--- src/rtl/bffa_pkg.sv ---
`timescale 1ns / 1ps
// ----------------------------------------------------------------------------
// bffa_pkg
// Shared constants, codes and control types of the bitmap first-fit allocator.
// ----------------------------------------------------------------------------
package bffa_pkg;

    // Map geometry
    localparam int MAP_BITS  = 8192;
    localparam int WORD_W    = 32;
    localparam int BIT_W     = $clog2(WORD_W);
    localparam int MAP_WORDS = MAP_BITS / WORD_W;
    localparam int WADDR_W   = $clog2(MAP_WORDS);
    localparam int POS_W     = $clog2(MAP_BITS);
    localparam int MEM_DEPTH = 2 * MAP_WORDS;
    localparam int MEM_AW    = WADDR_W + 1;

    // Field widths
    localparam int NUM_W = 14;
    localparam int REQ_W = 2;
    localparam int ST_W  = 2;

    localparam logic [NUM_W-1:0] CFG_RESET = NUM_W'(8192);

    // Register indexes
    localparam int REG_INODE_COUNT = 0;
    localparam int REG_BLOCK_COUNT = 1;

    // Request codes
    localparam logic [REQ_W-1:0] REQ_ALLOC_INODE = 2'd0;
    localparam logic [REQ_W-1:0] REQ_ALLOC_BLOCK = 2'd1;
    localparam logic [REQ_W-1:0] REQ_FREE_INODE  = 2'd2;
    localparam logic [REQ_W-1:0] REQ_FREE_BLOCK  = 2'd3;

    // Status codes
    localparam logic [ST_W-1:0] ST_OK    = 2'd0;
    localparam logic [ST_W-1:0] ST_FULL  = 2'd1;
    localparam logic [ST_W-1:0] ST_RANGE = 2'd2;
    localparam logic [ST_W-1:0] ST_FREE  = 2'd3;

    // Controller to datapath commands
    typedef struct packed {
        logic load;        // latch the accepted item
        logic clr;         // write one zero row of the clearing pass
        logic set_range;   // result: number out of range
        logic set_full;    // result: map full without scanning
        logic rd_free;     // read the word holding the number to free
        logic scan_init;   // rewind the scan address
        logic scan;        // issue next scan read, check returned word
        logic chk_free;    // check and clear the bit to free
        logic out_load;    // move the result into the output register
    } t_dp_cmd;

    // Datapath to controller status
    typedef struct packed {
        logic is_free;
        logic range_bad;
        logic count_zero;
        logic scan_done;
        logic clr_last;
    } t_dp_stat;

endpackage

--- src/rtl/bffa_ctrl.sv ---
`timescale 1ns / 1ps
// ----------------------------------------------------------------------------
// bffa_ctrl
// Sequencer of the allocator: clearing pass, request decode, scan, free and
// handoff to the output register.
// ----------------------------------------------------------------------------
module bffa_ctrl (
    input  logic                i_clk,
    input  logic                i_rst_n,
    input  logic                i_in_valid,
    output logic                o_in_ready,
    output logic                o_out_valid,
    input  logic                i_out_ready,
    input  bffa_pkg::t_dp_stat  i_stat,
    output bffa_pkg::t_dp_cmd   o_cmd
);

    localparam logic [2:0] S_CLEAR  = 3'd0;
    localparam logic [2:0] S_IDLE   = 3'd1;
    localparam logic [2:0] S_DECIDE = 3'd2;
    localparam logic [2:0] S_FCHK   = 3'd3;
    localparam logic [2:0] S_SCAN   = 3'd4;
    localparam logic [2:0] S_RESULT = 3'd5;

    logic [2:0] r_state, n_state;
    logic       r_out_valid, n_out_valid;
    logic       out_free;

    assign o_in_ready  = (r_state == S_IDLE);
    assign o_out_valid = r_out_valid;
    assign out_free    = !r_out_valid || i_out_ready;

    // Next state and commands
    always_comb begin
        n_state     = r_state;
        n_out_valid = r_out_valid;
        o_cmd       = '0;
        if (r_out_valid && i_out_ready) begin
            n_out_valid = 1'b0;
        end
        case (r_state)
            S_CLEAR: begin
                o_cmd.clr = 1'b1;
                if (i_stat.clr_last) begin
                    n_state = S_IDLE;
                end
            end
            S_IDLE: begin
                if (i_in_valid) begin
                    o_cmd.load = 1'b1;
                    n_state    = S_DECIDE;
                end
            end
            S_DECIDE: begin
                if (i_stat.is_free) begin
                    if (i_stat.range_bad) begin
                        o_cmd.set_range = 1'b1;
                        n_state         = S_RESULT;
                    end else begin
                        o_cmd.rd_free = 1'b1;
                        n_state       = S_FCHK;
                    end
                end else begin
                    if (i_stat.count_zero) begin
                        o_cmd.set_full = 1'b1;
                        n_state        = S_RESULT;
                    end else begin
                        o_cmd.scan_init = 1'b1;
                        n_state         = S_SCAN;
                    end
                end
            end
            S_FCHK: begin
                o_cmd.chk_free = 1'b1;
                n_state        = S_RESULT;
            end
            S_SCAN: begin
                o_cmd.scan = 1'b1;
                if (i_stat.scan_done) begin
                    n_state = S_RESULT;
                end
            end
            S_RESULT: begin
                if (out_free) begin
                    o_cmd.out_load = 1'b1;
                    n_out_valid    = 1'b1;
                    n_state        = S_IDLE;
                end
            end
            default: begin
                n_state = S_IDLE;
            end
        endcase
    end

    // State registers
    always_ff @(posedge i_clk) begin
        if (!i_rst_n) begin
            r_state     <= S_CLEAR;
            r_out_valid <= 1'b0;
        end else begin
            r_state     <= n_state;
            r_out_valid <= n_out_valid;
        end
    end

endmodule

--- config.mk ---
export PLATFORM = sky130hd
export DESIGN_NAME = bffa_ctrl
export DESIGN_NICKNAME = d
export VERILOG_FILES = /design/src/rtl/bffa_pkg.sv /design/src/rtl/bffa_ctrl.sv
export SDC_FILE = /design/constraint.sdc
export NUM_CORES = 1
export LEC_CHECK = 0
export BUFFER_PORTS_ARGS = -buffer_cell sky130_fd_sc_hd__buf_2
export CAP_MARGIN = 15
export CORE_AREA = 5 5 42 44
export DETAILED_ROUTE_END_ITERATION = 7
export DIE_AREA = 0 0 47 49
export SKIP_CTS_REPAIR_TIMING = 1
export SYNTH_ARGS = -nofsm -noshare
export SYNTH_HDL_FRONTEND = slang
export SYNTH_SLANG_ARGS = --single-unit
--- constraint.sdc ---
create_clock -name i_clk -period 1.1 [get_ports i_clk]
set_input_delay 0.165 -clock i_clk [delete_from_list [all_inputs] [get_ports i_clk]]
set_output_delay 0.165 -clock i_clk [all_outputs]
set_load 0.02 [all_outputs]
==> impl_results.md <==
- Total track usage: 7.54%
- Hold Path Class: input pin to register
- Mean Syn Cell Area: 8.99 µm²
- Final WS setup: -0.394 ns
- Initial antenna violation count: 0
- Synth Cell Area: 297 µm²
- Die area: 2300 µm²
- Placeable Area: 1400 µm²
- Synthesis Warnings: 0
- DP Cell Count: 70
- CP required: 0.94 ns
- Clock period minus final worst setup slack: ~1.5 ns
- RSZ-0062 raised after global routing: yes
- Crit path kind: register to output port
- Synth Area in Compound Gates: 11.8%
- Drt pass-1 iters: 4
- Pwr dens: 926 nW/µm²
- # rows: 14
- Synth unique cells: 20
- Starting DRT DRC Count: 1
- Setup Viol. Count Final: 11
- Clk sinks: 4
- CP endpoint kind: output port
- Synth Area in XOR/XNOR: 0%
- CP arrival: 1.33 ns
- Reg clk slew, reported paths: 0.04 ns
- CTS tree: yes
- Post-route clock period utilization: 136%
- Ant diodes: 0
- Worst reg2reg path depth: 4
- Main combinational cell family by area after synthesis: simple AND/OR/NAND/NOR gates
- Mapped Cells: 33
- Ys async rst share: 0%
- Die Y-Extent: 49 µm
- Sequential cell area fraction in the yosys report: 27.0%
- Worst Setup EP: o_cmd[5]
- Clock buffer depth: 2
- Vias: 333
- Antenna Nets Post-Route: 0
- Grt total ovfl: 0
- Nets: 68
- Area delta synth->final: 92.8%
- R2R Path Start: r_state[0]
- Dominant synthesized flop cell: dfxtp_1
- Gp weighted congestion: 0.725
- Number of remaining DRC errors: 0
- Post-Synth Adder-Cell Area: 0%
- First-pass GRT wire length: approximately 1.2 mm
- Worst R2R Setup Slack: -0.10 ns
- Slew HR: between 80 and 90%
- Final HPWL DP: approximately 610 µm
- Crit start category: register
- Peak supply drop: between 0.4 and 0.5 mV
- # IOs: 20
- Root buffer cell: clkbuf_4
- Placed Area: 452 µm²
- Cts bufs inserted: 3
- Final Util: 40.8%
- Final slew viol count: 0
- Share of cells above drive strength 1: around 74%
- Starting Density: 21.2%
- Post-Layout Cell Count: 73
- Largest net degree at the start of global routing: 10
- Leak: 0.264 nW
- Max Cap Violations: 0
- Per-cell routed wire length: 11.3 µm
- Fill cells: 150
- Number of synthesized flops with an enable pin: 0
- Design area: 572 µm²
- Skew final: 0.00319 ns
- Mux contribution to synthesized area: under 10%
- Routed wire length: 828 µm
- Mapped Nets: 42
- Latest clock arrival within the worst-skew pair: 0.23 ns
- Number of global-route vias before repair: between 300 and 400
- Fin. Hold Viols: 0
- Die width: around 47 µm
- Vias/cell: approximately 4.6
- Reg-to-Reg End: r_state[0]
- Htree depth: 1
- FF+latch count, synth: 4
- IO buf count: 19
- Worst Tran Pin Value: between 0.2 and 0.25 ns
- Failing checks: setup timing
- Fmax: 670 MHz
- Simple-Gate Fraction of Synth Area: 48.1%
- CP Launch Point: r_state[0]
- Outcome: finished with violations
- Top fanout value on the critical path: 4
cells in the mapped netlist, drive strengths merged (2+ instances only):
cell type  count  area (µm²)
nor3           3        26.3
nor3b          7        52.6
nand2          2        7.51
nand2b         2        12.5
buf            3        27.5
dfxtp          4        80.1
metrics by stage:
| stage | hold slack [ns] | setup TNS (ns) | total power [mW] | setup slack [ns] |
|---|---|---|---|---|
| after floorplan | 0.283 | -1.21 | 0.254 | -0.216 |
| after global placement | 0.425 | -0.657 | 0.300 | -0.150 |
| after detailed placement | 0.421 | -0.691 | 0.302 | -0.165 |
| after CTS | 0.179 | -2.73 | 0.491 | -0.416 |
| after global routing | 0.202 | -3.40 | 0.572 | -0.455 |
| final | 0.205 | -2.63 | 0.530 | -0.394 |
worst min-delay path by stage:
stage / startpoint / to / slack, ns / cells after the start
after floorplan: i_rst_n / r_state[2] / 0.28 / 1
after global placement: i_rst_n / r_state[2] / 0.43 / 2
after detailed placement: i_rst_n / r_state[2] / 0.42 / 2
after CTS: i_rst_n / r_state[2] / 0.18 / 2
after global routing: i_rst_n / r_state[2] / 0.20 / 2
final: i_rst_n / r_state[2] / 0.21 / 2
critical path, cell delays in order (launching register included):
cell and delay [ns]:
dfxtp_1 0.30, or3b_4 0.45, nor3b_4 0.21, buf_6 0.14
registers in the layout (all words and copies together) (netlist names):
name and count:
o_out_valid 1, r_state 3
metal layers:
layer	routed length, µm	vias up	GRT usage, %
met1	323	149	7.49
met5	0	-	0
met4	17	0	2.76
met2	404	13	10.6
met3	84	2	7.38
li1	-	169	-
cells in the final DEF (no fill, tap or decap), types with 2 or more instances in the layout:
cell type,n
clkbuf_4,3
dfxtp_2,2
buf_2,10
nand2b_1,2
nor3b_1,2
nor3b_4,4
buf_4,7
nand2_1,2
nor3_4,2
dfxtp_1,2
buf_6,7
power breakdown:
group          total, mW  internal [mW]  switching, mW  leakage [nW]
clock              0.180          0.122         0.0583        0.0138
combinational      0.191         0.0975         0.0935         0.216
sequential         0.158          0.154        0.00398        0.0336
total              0.530          0.374          0.156         0.264
final cells by class:
| class | count | area, µm² | share of cell area (%) |
|---|---|---|---|
| multi-input combinational | 26 | 265 | 46.4 |
| tap | 16 | 20.0 | 3.50 |
| clock buffer | 3 | 22.5 | 3.94 |
| timing repair buffer | 24 | 181 | 31.7 |
| sequential | 4 | 82.6 | 14.4 |
logic make-up after synthesis:
family / Yosys count
AOI/OAI and AO/OA: 5
buffers and inverters: 3
DFF: 4
muxes: 1
and+or+nand+nor: 20
Note: power is estimated with default switching activity, not from simulation.
